--- config.mk ---
export PLATFORM = sky130hd
export DESIGN_NAME = multi_keyword_stream_matcher
export DESIGN_NICKNAME = d
export VERILOG_FILES = /design/src/rtl/mksm_pkg.sv /design/src/rtl/mksm_cell.sv /design/src/rtl/multi_keyword_stream_matcher.sv
export SDC_FILE = /design/constraint.sdc
export NUM_CORES = 1
export LEC_CHECK = 0
export BUFFER_PORTS_ARGS = -buffer_cell sky130_fd_sc_hd__buf_2
export CAP_MARGIN = 20
export CELL_PAD_IN_SITES_DETAIL_PLACEMENT = 0
export CELL_PAD_IN_SITES_GLOBAL_PLACEMENT = 2
export CORE_UTILIZATION = 40
export CTS_BUF_LIST = sky130_fd_sc_hd__clkbuf_2 sky130_fd_sc_hd__clkbuf_4 sky130_fd_sc_hd__clkbuf_8
export DETAILED_ROUTE_END_ITERATION = 10
export HOLD_SLACK_MARGIN = 0.1
export MAX_ROUTING_LAYER = met4
export PLACE_DENSITY = 0.76
export SKIP_CTS_REPAIR_TIMING = 1
export SLEW_MARGIN = 10
export SYNTH_ARGS = -nofsm -noshare
export SYNTH_HDL_FRONTEND = slang
export SYNTH_SLANG_ARGS = --single-unit
--- constraint.sdc ---
create_clock -name clk -period 13.15 [get_ports clk]
set_clock_uncertainty 0.15 [all_clocks]
set_input_delay 1.315 -clock clk [delete_from_list [all_inputs] [get_ports clk]]
set_output_delay 1.315 -clock clk [all_outputs]
set_load 0.01 [all_outputs]
--- src/rtl/mksm_pkg.sv ---
// mksm_pkg: shared widths, register indexes and result type of the keyword matcher
// used by mksm_cell and multi_keyword_stream_matcher; no dependencies
package mksm_pkg;

  localparam int BYTE_W     = 8;
  localparam int PATTERN_W  = 64;
  localparam int LEN_W      = 4;
  localparam int TAG_W      = 8;
  localparam int SLOTS      = 4;
  localparam int SLOT_W     = 2;
  localparam int COUNT_W    = 3;
  localparam int SEEN_W     = 4;
  localparam int CFG_INDEX_W = 3;
  localparam int LENGTHS_W  = SLOTS * LEN_W;
  localparam int TAGS_W     = SLOTS * TAG_W;

  localparam logic [SEEN_W-1:0] SEEN_MAX = '1;

  // configuration register indexes
  localparam logic [CFG_INDEX_W-1:0] REG_KEYWORD_COUNT   = 3'd0;
  localparam logic [CFG_INDEX_W-1:0] REG_PATTERN_0       = 3'd1;
  localparam logic [CFG_INDEX_W-1:0] REG_PATTERN_1       = 3'd2;
  localparam logic [CFG_INDEX_W-1:0] REG_PATTERN_2       = 3'd3;
  localparam logic [CFG_INDEX_W-1:0] REG_PATTERN_3       = 3'd4;
  localparam logic [CFG_INDEX_W-1:0] REG_KEYWORD_LENGTHS = 3'd5;
  localparam logic [CFG_INDEX_W-1:0] REG_KEYWORD_TAGS    = 3'd6;

  typedef struct packed {
    logic              matched;
    logic [TAG_W-1:0]  tag;
    logic [SLOT_W-1:0] keyword_index;
  } result_t;

endpackage

--- src/rtl/mksm_cell.sv ---
// mksm_cell: one history byte of the keyword matcher plus its per-keyword byte compare
// depends on mksm_pkg
module mksm_cell #(
  parameter int KEYWORDS = 4
) (
  input  logic                                         clk,
  input  logic                                         rst,
  input  logic                                         shift,
  input  logic [mksm_pkg::BYTE_W-1:0]                  byte_load,
  input  logic [KEYWORDS-1:0][mksm_pkg::BYTE_W-1:0]    pat_byte,
  output logic [mksm_pkg::BYTE_W-1:0]                  byte_q,
  output logic [KEYWORDS-1:0]                          eq
);

  always_ff @(posedge clk) begin
    if (rst) begin
      byte_q <= '0;
    end else if (shift) begin
      byte_q <= byte_load;
    end
  end

  // compare the byte this cell takes on at the shift
  always_comb begin
    for (int k = 0; k < KEYWORDS; k++) begin
      eq[k] = (byte_load == pat_byte[k]);
    end
  end

endmodule

--- src/rtl/multi_keyword_stream_matcher.sv ---
// multi_keyword_stream_matcher: top level, history cell chain, keyword select and result register
// depends on mksm_pkg and mksm_cell
//
// usage
//   input channel: in_valid / in_stall with byte_in, one stream byte per transaction
//   output channel: out_valid / out_stall with matched, tag, keyword_index, one
//   result transaction for every input transaction, in order
//   config channel: cfg_valid / cfg_ready with cfg_index and cfg_data; cfg_ready
//   is always high, index 0 keyword_count, 1..4 pattern_0..3, 5 keyword_lengths,
//   6 keyword_tags, index 7 ignored; write only while no result is outstanding
// latency: the result of a byte appears in the output register one cycle after
//   the byte is taken
// throughput: one byte per cycle; the byte compare of all history cells and the
//   four-way priority select fit between the history and the result register
// stall: a single output register parts the sides; while it holds a result and
//   out_stall is high, in_stall is raised and nothing moves
// reset: rst (synchronous) clears history, the byte count, all config registers
//   and the output valid; no clearing pass is needed
module multi_keyword_stream_matcher #(
  parameter int KEYWORDS = 4,
  parameter int MAX_LEN  = 8
) (
  input  logic                                clk,
  input  logic                                rst,
  // input stream
  input  logic                                in_valid,
  output logic                                in_stall,
  input  logic [mksm_pkg::BYTE_W-1:0]         byte_in,
  // result stream
  output logic                                out_valid,
  input  logic                                out_stall,
  output logic                                matched,
  output logic [mksm_pkg::TAG_W-1:0]          tag,
  output logic [mksm_pkg::SLOT_W-1:0]         keyword_index,
  // configuration writes
  input  logic                                cfg_valid,
  output logic                                cfg_ready,
  input  logic [mksm_pkg::CFG_INDEX_W-1:0]    cfg_index,
  input  logic [mksm_pkg::PATTERN_W-1:0]      cfg_data
);

  localparam int BW = mksm_pkg::BYTE_W;
  localparam int LW = mksm_pkg::LEN_W;
  localparam int TW = mksm_pkg::TAG_W;

  // configuration registers
  logic [mksm_pkg::COUNT_W-1:0]   keyword_count;
  logic [mksm_pkg::PATTERN_W-1:0] pattern [mksm_pkg::SLOTS];
  logic [mksm_pkg::LENGTHS_W-1:0] keyword_lengths;
  logic [mksm_pkg::TAGS_W-1:0]    keyword_tags;

  // stream state
  logic [mksm_pkg::SEEN_W-1:0]    bytes_seen;
  logic [mksm_pkg::SEEN_W-1:0]    bytes_seen_next;
  logic [BW-1:0]                  hist [MAX_LEN];
  logic [KEYWORDS-1:0]            eq   [MAX_LEN];

  // handshake
  logic                           out_ready;
  logic                           in_fire;

  // keyword evaluation
  logic [mksm_pkg::COUNT_W-1:0]   count_eff;
  logic [KEYWORDS-1:0]            hit;
  mksm_pkg::result_t              result_next;
  mksm_pkg::result_t              result;

  assign cfg_ready = 1'b1;

  // output register frees up when empty or when its result leaves this cycle
  assign out_ready = !out_valid || !out_stall;
  assign in_stall  = !out_ready;
  assign in_fire   = in_valid && out_ready;

  // ---------------------------------------------------------------- config
  always_ff @(posedge clk) begin
    if (rst) begin
      keyword_count   <= '0;
      keyword_lengths <= '0;
      keyword_tags    <= '0;
      for (int s = 0; s < mksm_pkg::SLOTS; s++) begin
        pattern[s] <= '0;
      end
    end else if (cfg_valid && cfg_ready) begin
      unique case (cfg_index)
        mksm_pkg::REG_KEYWORD_COUNT: begin
          keyword_count <= cfg_data[mksm_pkg::COUNT_W-1:0];
        end
        mksm_pkg::REG_PATTERN_0: begin
          pattern[0] <= cfg_data;
        end
        mksm_pkg::REG_PATTERN_1: begin
          pattern[1] <= cfg_data;
        end
        mksm_pkg::REG_PATTERN_2: begin
          pattern[2] <= cfg_data;
        end
        mksm_pkg::REG_PATTERN_3: begin
          pattern[3] <= cfg_data;
        end
        mksm_pkg::REG_KEYWORD_LENGTHS: begin
          keyword_lengths <= cfg_data[mksm_pkg::LENGTHS_W-1:0];
        end
        mksm_pkg::REG_KEYWORD_TAGS: begin
          keyword_tags <= cfg_data[mksm_pkg::TAGS_W-1:0];
        end
        default: begin
          // unused index, write dropped
        end
      endcase
    end
  end

  // ---------------------------------------------------------- history chain
  // cell 0 takes the new byte, cell j takes what cell j-1 held; each cell
  // compares its incoming byte with byte j of every keyword
  for (genvar j = 0; j < MAX_LEN; j++) begin : g_cell
    logic [BW-1:0]                load;
    logic [KEYWORDS-1:0][BW-1:0]  pat_byte;

    if (j == 0) begin : g_head
      assign load = byte_in;
    end else begin : g_body
      assign load = hist[j-1];
    end

    for (genvar k = 0; k < KEYWORDS; k++) begin : g_pat
      assign pat_byte[k] = pattern[k][BW*j +: BW];
    end

    mksm_cell #(
      .KEYWORDS (KEYWORDS)
    ) u_cell (
      .clk       (clk),
      .rst       (rst),
      .shift     (in_fire),
      .byte_load (load),
      .pat_byte  (pat_byte),
      .byte_q    (hist[j]),
      .eq        (eq[j])
    );
  end

  // saturating count of bytes received
  assign bytes_seen_next = (bytes_seen == mksm_pkg::SEEN_MAX) ? bytes_seen
                                                               : bytes_seen + 1'b1;

  always_ff @(posedge clk) begin
    if (rst) begin
      bytes_seen <= '0;
    end else if (in_fire) begin
      bytes_seen <= bytes_seen_next;
    end
  end

  // ------------------------------------------------------- keyword matching
  // slot count above the number of keyword units is clamped
  assign count_eff = (keyword_count > mksm_pkg::COUNT_W'(KEYWORDS))
                   ? mksm_pkg::COUNT_W'(KEYWORDS) : keyword_count;

  always_comb begin
    logic [LW-1:0] len;
    for (int k = 0; k < KEYWORDS; k++) begin
      len    = keyword_lengths[LW*k +: LW];
      // slot in use, length in range and enough bytes seen (an empty keyword in a used slot always hits)
      hit[k] = (mksm_pkg::COUNT_W'(k) < count_eff) && (len <= LW'(MAX_LEN))
               && (bytes_seen_next >= len);
      for (int j = 0; j < MAX_LEN; j++) begin
        if ((LW'(j) < len) && !eq[j][k]) begin
          hit[k] = 1'b0;
        end
      end
    end
  end

  // lowest matching slot wins
  always_comb begin
    result_next = '0;
    for (int k = KEYWORDS - 1; k >= 0; k--) begin
      if (hit[k]) begin
        result_next.matched       = 1'b1;
        result_next.tag           = keyword_tags[TW*k +: TW];
        result_next.keyword_index = mksm_pkg::SLOT_W'(k);
      end
    end
  end

  // --------------------------------------------------------- result register
  always_ff @(posedge clk) begin
    if (rst) begin
      out_valid <= 1'b0;
    end else if (in_fire) begin
      out_valid <= 1'b1;
    end else if (!out_stall) begin
      out_valid <= 1'b0;
    end
  end

  always_ff @(posedge clk) begin
    if (in_fire) begin
      result <= result_next;
    end
  end

  assign matched       = result.matched;
  assign tag           = result.tag;
  assign keyword_index = result.keyword_index;

  // ------------------------------------------------------------- assertions
  // a miss reports tag and slot as zero
  a_miss_zero: assert property (@(posedge clk) disable iff (rst)
    (out_valid && !matched) |-> (tag == '0 && keyword_index == '0))
    else $error("miss result carries nonzero tag or slot");

  // byte count steps by one per accepted byte until it saturates
  a_seen_step: assert property (@(posedge clk) disable iff (rst)
    (in_fire && bytes_seen != mksm_pkg::SEEN_MAX) |=>
      (bytes_seen == $past(bytes_seen) + 1'b1))
    else $error("byte count did not advance");

  // the newest history cell holds the last accepted byte
  a_hist_head: assert property (@(posedge clk) disable iff (rst)
    in_fire |=> (hist[0] == $past(byte_in)))
    else $error("history head lost the accepted byte");

endmodule
==> metrics.txt, run 1 <==
status=completed; Pwr per Cell Area=135.2 mW/mm^2; largest buffer count on any clock path=3; commonest non-fill, non-tap cell in the layout=edfxtp_1; number of flops mapped to enable cells by yosys=267; setup violators final=0; Slew headroom=28.80%; Warnings, synthesis=0; antenna cells=0; crit share post-route=27.14%; # clock sinks=379; vias per cell=5.042; clk slew on worst S/H paths=60 ps; Critical Path RT=13410 ps; vias=11630; # IOs=94; number of global-route vias before repair=11370; Synth cell types=52; Setup TNS=0 ps; total gr overflow=0; top-area cell type share of the netlist area=45.19%; Max Slew Vio Count=0; worst slew pin tran=1060 ps; largest net degree at the start of global routing=76; Critical Path Fanout Max=10; crit path time final=3569 ps; most frequent cells in the layout=edfxtp_1, and2_1, nand2_1, xnor2_1, xor2_1; die area=0.04520 sq mm; Post-Syn Area=0.01774 sq mm; Max-Cap Viols=0; Mapped Nets=1711; initial DRC count=796; CP max stage delay=410 ps; Die Y=212.6 microns; final wirelength=48.45 mm; Async S/R FF share, synth=0%; share of cells above drive strength 1=14.23%; # H-tree levels=3; leakage=7.189 nW; Arrival @ worst endpoint=3830 ps; total power draw=2.706 mW; num rows=76; post-synth top area cell=edfxtp_1; Seq/Total Area, Yosys=57.83%; Skew-Pair Late Insertion Delay=610 ps; Die X-Extent=212.6 microns; FMAX=0.2802 GHz; post-synthesis register bit count=379; WS Path Type=flop to flop; Area Overhead vs Synth=12.84%; CTS buffer count=69; WHS Path Cells=2; reg-to-reg critical path endpoint=tag[2]$_DFFE_PP_; Root Driver=clkbuf_8; final non-filler cell total=2307; Crit path depth=12; first-pass GRT wire length=72.83 mm; nature of the critical path startpoint=flop; Post-Synthesis Cells=1614; CP Buf/Inv Count=0; top_reg_cell synth=edfxtp_1; core area=0.04346 sq mm; Antenna Violating Nets Remaining=0; Total GRT Usage=22.67%; Placed Cells=2182; Residual DRC=0; Hold EP=keyword_tags[5]$_SDFFE_PP0P_; worst r2r src=bytes_seen[0]$_SDFFE_PP0P_; initial antenna violation count=0; PortBufs=92; worst hold path class=flop to flop; crit-path leading delay family=compound AO/OA/AOI/OAI gates; TritonRoute pass-1 iters=5; Avg WL per Cell=21.00 microns; RePlAce Congestion=0.8748; CTS tree=done; main area contributors after synthesis=edfxtp_1, dfxtp_1, and2_1; layout net count=1765; R2R cell count=12; CP Cell Sequence=ha_1, nand3_1, xnor2_1, ha_1, nand2b_1, a21o_1, a21o_1, a21oi_1, nor3_2, nand3_1, a31oi_1, a211oi_1; Critical Path End Type=flop; Worst R2R Setup Slack=9580 ps; Initial Util=40.82%; Hold Vio Cnt, Final=0; Max IR drop VDD=0.00006858 V; Slowest-stage cell, CP=xnor2_1; Avg Inst Size Synth=10.99 sq um; hold path start=keyword_tags[5]$_SDFFE_PP0P_; unrepaired setup endpoints after global routing=no; DPL Wire Length=32.78 mm
==> tightest hold or removal path, cell delays in order (launching register included) <==
cell     delay [ps]
dfxtp_1         300
nand2_1          50
a21oi_1          50
==> state kept, by name, summed over array words and instances, names as in the netlist <==
signal / cells
bytes_seen: 4
g_cell.u_cell.byte_q: 56
keyword_count: 3
keyword_index: 2
keyword_lengths: 16
keyword_tags: 32
matched: 1
out_valid: 1
pattern: 256
tag: 8
==> worst max-delay path by stage <==
stage	end	slack [ps]	from
after floorplan	pattern[3][0]$_SDFFCE_PN0P_	6250	cfg_valid
after global placement	tag[6]$_DFFE_PP_	9110	byte_in[7]
after detailed placement	tag[1]$_DFFE_PP_	9060	byte_in[7]
after CTS	tag[2]$_DFFE_PP_	9620	bytes_seen[0]$_SDFFE_PP0P_
after global routing	tag[5]$_DFFE_PP_	9370	bytes_seen[0]$_SDFFE_PP0P_
final	tag[2]$_DFFE_PP_	9580	bytes_seen[0]$_SDFFE_PP0P_
==> power by group <==
part,switching (mW),leakage (nW),internal (mW)
logic,0.124,2.97,0.0738
registers,0.0381,3.49,1.34
clock network,0.492,0.729,0.635
==> metal layers <==
metal / global-route usage, % / vias up / part of all wire [%]
met1: 29.71 / 5662 / 45
met2: 36.03 / 299 / 48
li1: - / 5593 / -
met3: 3.117 / 77 / 4.4
met5: - / - / 0
met4: 7.889 / 0 / 2.6
==> logic make-up after synthesis <==
logic type      count (synthesis)  share of synthesized area (%)
simple gates                  625                          18.56
mux                             5                         0.2892
other cells                     1                        0.02114
compound gates                178                          5.797
flops                         379                          57.83
buf+inv                       149                          3.449
fa+ha+maj                      19                          1.319
xor+xnor                      258                          12.74
==> cells in the mapped netlist, drive strengths merged, types with 8 or more instances <==
library cell,instances
ha,17
xnor2,132
nor4,37
and4,8
o21ai,12
a31oi,10
clkbuf,102
edfxtp,267
nand2,228
nor3,18
nand4,34
xor2,126
and2,256
nand3,9
a21oi,119
dfxtp,112
buf,24
nor2,23
inv,22
==> layout make-up <==
type | instances | area (sq um)
well taps | 585 | 732.0
fillers | 4064 | 23440
clock inverters | 20 | 125.1
repair buffers | 109 | 603.1
flip-flops and latches | 379 | 10260
clock buffers | 105 | 1270
inverters | 23 | 86.33
multi-input cells | 1086 | 6943
==> stage by stage <==
step | util (%) | area (sq um) | setup WS [ps] | hold WS [ps]
2_1_floorplan | - | 17740 | 6253 | 282.3
3_3_place_gp | 42.79 | 18600 | 9105 | 295.4
3_5_place_dp | 42.86 | 18620 | 9056 | 298.9
4_1_cts | 46.07 | 20020 | 9616 | 305.5
5_1_grt | 46.07 | 20020 | 9368 | 319.5
6_report | 46.07 | 20020 | 9581 | 302.3
Power figures use the tool's default switching activity.
==> run 2: changes to the inputs <==
--- a/config.mk
+++ b/config.mk
@@ -9,12 +9,12 @@
 export CAP_MARGIN = 20
 export CELL_PAD_IN_SITES_DETAIL_PLACEMENT = 0
 export CELL_PAD_IN_SITES_GLOBAL_PLACEMENT = 2
-export CORE_UTILIZATION = 40
+export CORE_UTILIZATION = 39
 export CTS_BUF_LIST = sky130_fd_sc_hd__clkbuf_2 sky130_fd_sc_hd__clkbuf_4 sky130_fd_sc_hd__clkbuf_8
 export DETAILED_ROUTE_END_ITERATION = 10
 export HOLD_SLACK_MARGIN = 0.1
 export MAX_ROUTING_LAYER = met4
-export PLACE_DENSITY = 0.76
+export PLACE_DENSITY = 0.77
 export SKIP_CTS_REPAIR_TIMING = 1
 export SLEW_MARGIN = 10
 export SYNTH_ARGS = -nofsm -noshare
==> constraint.sdc (replaced) <==
create_clock -name clk -period 3.15 [get_ports clk]
set_clock_uncertainty 0.15 [all_clocks]
set_input_delay 0.315 -clock clk [delete_from_list [all_inputs] [get_ports clk]]
set_output_delay 0.315 -clock clk [all_outputs]
set_load 0.01 [all_outputs]
==> metrics.txt, run 2 (synthesis gave the netlist of run 1 again) <==
DPL Wire Length=32.35 mm (was 32.78 mm); Arrival @ worst endpoint=3230 ps (was 3830 ps); Slew headroom=27.34% (was 28.80%); TritonRoute pass-1 iters=7 (was 5); worst hold path class=input port to flop (was flop to flop); Avg WL per Cell=20.00 microns (was 21.00 microns); Area Overhead vs Synth=20.26% (was 12.84%); switch share=24.21% (was 24.16%); core area=0.04451 sq mm (was 0.04346 sq mm); final wirelength=48.82 mm (was 48.45 mm); # clock sinks=379 (unchanged); crit path time final=3035 ps (was 3569 ps); Die Y=215.3 microns (was 212.6 microns); filler cell count in the final layout=4152 (was 4064); initial DRC count=849 (was 796); internal power=8.568 mW (was 2.052 mW); CTS tree=done (unchanged); Flop pwr share=50.9% (was 51.0%); Max-Cap Viols=0 (unchanged); Critical Path RT=3350 ps (was 13410 ps); Initial Util=39.86% (was 40.82%); worst slew pin tran=1086 ps (was 1060 ps); Largest Register=pattern (unchanged); Max Slew Vio Count=0 (unchanged); # H-tree levels=3 (unchanged); Psw=2.737 mW (was 654.0 uW); CP max stage delay=420 ps (was 410 ps); largest buffer count on any clock path=3 (unchanged); Min Hold Slack=197.1 ps (was 302.3 ps); Pwr per Cell Area=529.9 mW/mm^2 (was 135.2 mW/mm^2); Residual DRC=0 (unchanged); Critical Path Fanout Max=5 (was 10); CTS buffer count=68 (was 69); vias=12100 (was 11630); initial antenna violation count=0 (unchanged); final core occ=47.93% (was 46.07%); Die X-Extent=215.3 microns (was 212.6 microns); status=completed (unchanged); Root Driver=clkbuf_8 (unchanged); Skew-Pair Late Insertion Delay=620 ps (was 610 ps); CP Cell Sequence=ha_4, nand3_2, mux2_4, ha_1, a21o_1, a21o_1, a21oi_2, nor3_2, and4_1, a31oi_1, a221oi_2 (was ha_1, nand3_1, xnor2_1, ha_1, nand2b_1, a21o_1, a21o_1, a21oi_1, nor3_2, nand3_1, a31oi_1, a211oi_1); most frequent cells in the layout=edfxtp_1, and2_1, nand2_1, xnor2_1, xor2_1 (unchanged); PortBufs=92 (unchanged); total gr overflow=0 (unchanged); Hold Vio Cnt, Final=0 (unchanged); vias per cell=4.955 (was 5.042); clk slew on worst S/H paths=50 ps (was 60 ps); Total GRT Usage=21.74% (was 22.67%); cell mode on critical path=a21o_1; CP Buf/Inv Count=0 (unchanged); Clock power frac=40.4% (was 41.6%); crit-path leading delay family=compound AO/OA/AOI/OAI gates (unchanged); WS Path Type=flop to flop (unchanged); Max IR drop VDD=0.0002573 V (was 0.00006858 V); share of cells above drive strength 1=16.23% (was 14.23%); Placed Area=0.01908 sq mm (was 0.01862 sq mm); FMAX=0.3295 GHz (was 0.2802 GHz); largest net degree at the start of global routing=70 (was 76); leakage=7.812 nW (was 7.189 nW); Critical Path End Type=flop (unchanged); Antenna Violating Nets Remaining=0 (unchanged); crit share post-route=96.34% (was 27.14%); layout net count=1892 (was 1765); first-pass GRT wire length=73.72 mm (was 72.83 mm); total power draw=11.31 mW (was 2.706 mW); setup violators final=0 (unchanged); die area=0.04635 sq mm (was 0.04520 sq mm); Largest register FFs=256 (unchanged); num rows=77 (was 76); Slowest-stage cell, CP=dfxtp_1 (was xnor2_1); RePlAce Congestion=0.9169 (was 0.8748); number of global-route vias before repair=11840 (was 11370); commonest non-fill, non-tap cell in the layout=edfxtp_1 (unchanged); nature of the critical path startpoint=flop (unchanged); cell area after layout=0.02134 sq mm (was 0.02002 sq mm); Largest regs=pattern: 256 flops, g_cell.u_cell.byte_q: 56 flops, keyword_tags: 32 flops (unchanged); # IOs=94 (unchanged); power share of the combinational group=8.7% (was 7.3%)
run 2: cell types whose count changed in the layout (fill, tap and decap cells not counted), moves of 3 or more:
cell | previous run | this run
dlygate4sd3_1 | 0 | 81
buf_4 | 17 | 55
clkbuf_4 | 28 | 32
buf_12 | 1 | 9
clkbuf_8 | 77 | 74
clkinv_2 | 4 | 1
run 2: worst register-to-register path, cell delays in order, from the launching register on:
cell	delay, ps
dfxtp_1	420
ha_4	190
nand3_2	140
mux2_4	380
ha_1	280
a21o_1	160
a21o_1	190
a21oi_2	260
nor3_2	100
and4_1	220
a31oi_1	190
a221oi_2	100
run 2: worst paths after layout:
check	startpoint	endpoint	slack, ps	cells past startpoint
setup / recovery	bytes_seen[1]$_SDFFE_PP0P_	tag[0]$_DFFE_PP_	120	11
hold / removal	cfg_index[0]	keyword_count[0]$_SDFFE_PP0P_	200	5
setup reg to reg	bytes_seen[1]$_SDFFE_PP0P_	tag[0]$_DFFE_PP_	120	11
hold reg to reg	keyword_tags[4]$_SDFFE_PP0P_	keyword_tags[4]$_SDFFE_PP0P_	310	2
run 2: power groups by stage:
stage | clock network [mW] | logic, mW | registers [mW]
floorplan | 0 | 0.536 | 5.82
global placement | 0 | 0.885 | 5.85
detailed placement | 0 | 0.896 | 5.86
CTS | 4.66 | 0.902 | 5.76
global route | 4.87 | 1.08 | 5.78
finish | 4.56 | 0.984 | 5.76
run 2: cell type report:
class                           instances  area (sq um)  area share (%)
Tap cell                              592         740.7           3.472
Multi-Input combinational cell       1087          7041           33.00
Inverter                               23         86.33          0.4046
Clock buffer                          106          1259           5.900
Clock inverter                         17         85.08          0.3988
Antenna cell                            1         2.502         0.01173
Sequential cell                       379         10260           48.10
Timing Repair Buffer                  236          1859           8.714
run 2: metal layers:
layer  GRT usage, %  part of all wire, %  up-vias
met3          3.567                  4.6       95
met4          8.132                  3.4        0
met2          34.09                   47      289
li1               -                    -     5858
met5              -                    0        -
met1          28.25                   45     5853
run 2: metrics by stage:
step	cells	setup TNS, ps	setup WS, ps
floorplan	1614	-174620	-912.8
global placement	2235	-649.3	-90.82
detailed placement	2235	-1232	-165.0
CTS	2358	-1652	-200.3
global route	2440	-78.01	-40.57
finish	2441	0	115.2
==> run 3: changes to the inputs <==
--- a/config.mk
+++ b/config.mk
@@ -9,12 +9,12 @@
 export CAP_MARGIN = 20
 export CELL_PAD_IN_SITES_DETAIL_PLACEMENT = 0
 export CELL_PAD_IN_SITES_GLOBAL_PLACEMENT = 2
-export CORE_UTILIZATION = 39
+export CORE_UTILIZATION = 40
 export CTS_BUF_LIST = sky130_fd_sc_hd__clkbuf_2 sky130_fd_sc_hd__clkbuf_4 sky130_fd_sc_hd__clkbuf_8
 export DETAILED_ROUTE_END_ITERATION = 10
 export HOLD_SLACK_MARGIN = 0.1
 export MAX_ROUTING_LAYER = met4
-export PLACE_DENSITY = 0.77
+export PLACE_DENSITY = 0.76
 export SKIP_CTS_REPAIR_TIMING = 1
 export SLEW_MARGIN = 10
 export SYNTH_ARGS = -nofsm -noshare
==> constraint.sdc (replaced) <==
create_clock -name clk -period 3.2 [get_ports clk]
set_clock_uncertainty 0.15 [all_clocks]
set_input_delay 0.32 -clock clk [delete_from_list [all_inputs] [get_ports clk]]
set_output_delay 0.32 -clock clk [all_outputs]
set_load 0.01 [all_outputs]
==> metrics.txt, run 3 (synthesis gave the netlist of run 1 again) <==
leakage=7.780 nW (was 7.812 nW); status=completed (unchanged); crit share post-route=94.88% (was 96.34%); core area=0.04346 sq mm (was 0.04451 sq mm); Residual DRC=0 (unchanged); RePlAce Congestion=0.9213 (was 0.9169); CP Cell Sequence=ha_2, nand3_2, mux2_4, ha_1, a21o_1, a21o_1, a21oi_2, nor3_4, buf_4, and4_1, a31oi_1, a211oi_1 (was ha_4, nand3_2, mux2_4, ha_1, a21o_1, a21o_1, a21oi_2, nor3_2, and4_1, a31oi_1, a221oi_2); Area Overhead vs Synth=19.67% (was 20.26%); layout net count=1882 (was 1892); crit-path leading delay family=compound AO/OA/AOI/OAI gates (unchanged); number of global-route vias before repair=11900 (was 11840); CTS tree=done (unchanged); # clock sinks=379 (unchanged); R2R cell count=12 (was 11); CP max stage delay=380 ps (was 420 ps); Critical Path End Type=flop (unchanged); WL met3=1.884 mm (was 2.261 mm); total power draw=11.23 mW (was 11.31 mW); PortBufs=92 (unchanged); CTS buffer count=70 (was 68); Setup TNS=0 ps (unchanged); clk slew on worst S/H paths=60 ps (was 50 ps); commonest non-fill, non-tap cell in the layout=edfxtp_1 (unchanged); Arrival @ worst endpoint=3220 ps (was 3230 ps); final wirelength=49.93 mm (was 48.82 mm); worst r2r src=bytes_seen[1]$_SDFFE_PP0P_ (unchanged); initial antenna violation count=0 (unchanged); final core occ=48.85% (was 47.93%); uppermost layer routed=met4 (unchanged); Max IR drop VDD=0.0002769 V (was 0.0002573 V); CP Buf/Inv Count=1 (was 0); crit path time final=3036 ps (was 3035 ps); WS Path Type=flop to flop (unchanged); TritonRoute pass-1 iters=5 (was 7); Antenna Violating Nets Remaining=0 (unchanged); FMAX=0.3294 GHz (was 0.3295 GHz); # H-tree levels=3 (unchanged); Slew headroom=49.73% (was 27.34%); nature of the critical path startpoint=flop (unchanged); Initial Util=40.82% (was 39.86%); largest net degree at the start of global routing=65 (was 70); Metal-1 WL=22.59 mm (was 22.07 mm); largest buffer count on any clock path=3 (unchanged); setup violators final=0 (unchanged); worst hold path class=input port to flop (unchanged); Skew-Pair Late Insertion Delay=600 ps (was 620 ps); Hold Vio Cnt, Final=0 (unchanged); Die X-Extent=212.6 microns (was 215.3 microns); Critical Path RT=3380 ps (was 3350 ps); vias=12100 (about the same); Largest Register=pattern (unchanged); worst slew pin tran=754.1 ps (was 1086 ps); total gr overflow=0 (unchanged); filler cell count in the final layout=4042 (was 4152); Hold EP=out_valid$_SDFFE_PP0P_ (was keyword_count[0]$_SDFFE_PP0P_); DPL Wire Length=32.71 mm (was 32.35 mm); antenna cells=0 (was 1); WL met2=23.84 mm (was 22.85 mm); Total GRT Usage=23.12% (was 21.74%); Critical Path Fanout Max=8 (was 5); Die Y=212.6 microns (was 215.3 microns); Worst R2R Setup Slack=160 ps (was 120 ps); Largest regs=pattern: 256 flops, g_cell.u_cell.byte_q: 56 flops, keyword_tags: 32 flops (unchanged); hold path start=rst (was cfg_index[0]); Slowest-stage cell, CP=dfxtp_1 (unchanged); # IOs=94 (unchanged); Largest register FFs=256 (unchanged); Min Hold Slack=238.9 ps (was 197.1 ps); die area=0.04520 sq mm (was 0.04635 sq mm); reg-to-reg critical path endpoint=tag[7]$_DFFE_PP_ (was tag[0]$_DFFE_PP_); num rows=76 (was 77); WHS Path Cells=3 (was 5); initial DRC count=881 (was 849); unrepaired setup endpoints after global routing=yes; Max-Cap Viols=0 (unchanged); share of cells above drive strength 1=16.22% (was 16.23%); first-pass GRT wire length=73.95 mm (was 73.72 mm); Pwr per Cell Area=528.8 mW/mm^2 (was 529.9 mW/mm^2); cell mode on critical path=a21o_1 (unchanged); Avg WL per Cell=20.61 microns (was 20.00 microns); Root Driver=clkbuf_8 (unchanged); vias per cell=4.998 (was 4.955); Max Slew Vio Count=0 (unchanged); most frequent cells in the layout=edfxtp_1, and2_1, nand2_1, xnor2_1, xor2_1 (unchanged)
run 3: changes by cell type in the layout (fill, tap and decap cells not counted), sizes merged:
cell	delta
dlygate4sd3	-5
inv	-1
buf	-6
clkinv	-1
clkinvlp	-4
diode	-1
clkbuf	+7
nor3	-1
run 3: where the power goes:
| group | internal, mW | switching (mW) | total (mW) | leakage, nW |
|---|---|---|---|---|
| combinational | 0.407 | 0.554 | 0.961 | 3.54 |
| clock | 2.61 | 1.99 | 4.60 | 0.746 |
| sequential | 5.52 | 0.143 | 5.66 | 3.49 |
| total | 8.54 | 2.69 | 11.2 | 7.78 |
run 3: worst max path at each step:
stage / cells past startpoint / slack [ps] / to / start
floorplan: 2 / -870 / pattern[1][0]$_SDFFCE_PN0P_ / cfg_index[2]
global placement: 11 / -90 / tag[0]$_DFFE_PP_ / bytes_seen[0]$_SDFFE_PP0P_
detailed placement: 11 / -190 / tag[4]$_DFFE_PP_ / bytes_seen[0]$_SDFFE_PP0P_
CTS: 11 / -210 / tag[4]$_DFFE_PP_ / bytes_seen[0]$_SDFFE_PP0P_
global route: 12 / -30 / tag[6]$_DFFE_PP_ / bytes_seen[0]$_SDFFE_PP0P_
finish: 12 / 160 / tag[7]$_DFFE_PP_ / bytes_seen[1]$_SDFFE_PP0P_
run 3: routing by layer:
| metal | up-vias | track usage, % |
|---|---|---|
| met5 | - | - |
| met4 | 0 | 7.839 |
| met3 | 88 | 3.737 |
| met2 | 276 | 36.61 |
| met1 | 5905 | 30.10 |
| li1 | 5835 | - |
run 3: final cells by class:
class	count	area [sq um]	share of cell area (%)
sequential	379	10260	48.34
clock buffer	113	1330	6.265
multi-input combinational	1086	7022	33.07
clock inverter	11	46.29	0.2181
tap	585	732.0	3.448
inverter	23	86.33	0.4066
timing repair buffer	225	1752	8.251
run 3: metrics by stage:
step                area [sq um]  setup slack, ps  std cells
floorplan                  17750           -867.8       1614
global placement           19000           -94.06       2221
detailed placement         19000           -191.3       2221
CTS                        20380           -206.1       2345
global route               21230           -33.11       2422
finish                     21230            163.7       2422
run 3: worst register-to-register path: stages (launching register included):
cell and delay [ps]:
dfxtp_1 380, ha_2 240, nand3_2 150, mux2_4 370, ha_1 280, a21o_1 160
a21o_1 190, a21oi_2 190, nor3_4 90, buf_4 160, and4_1 180, a31oi_1 150
a211oi_1 90
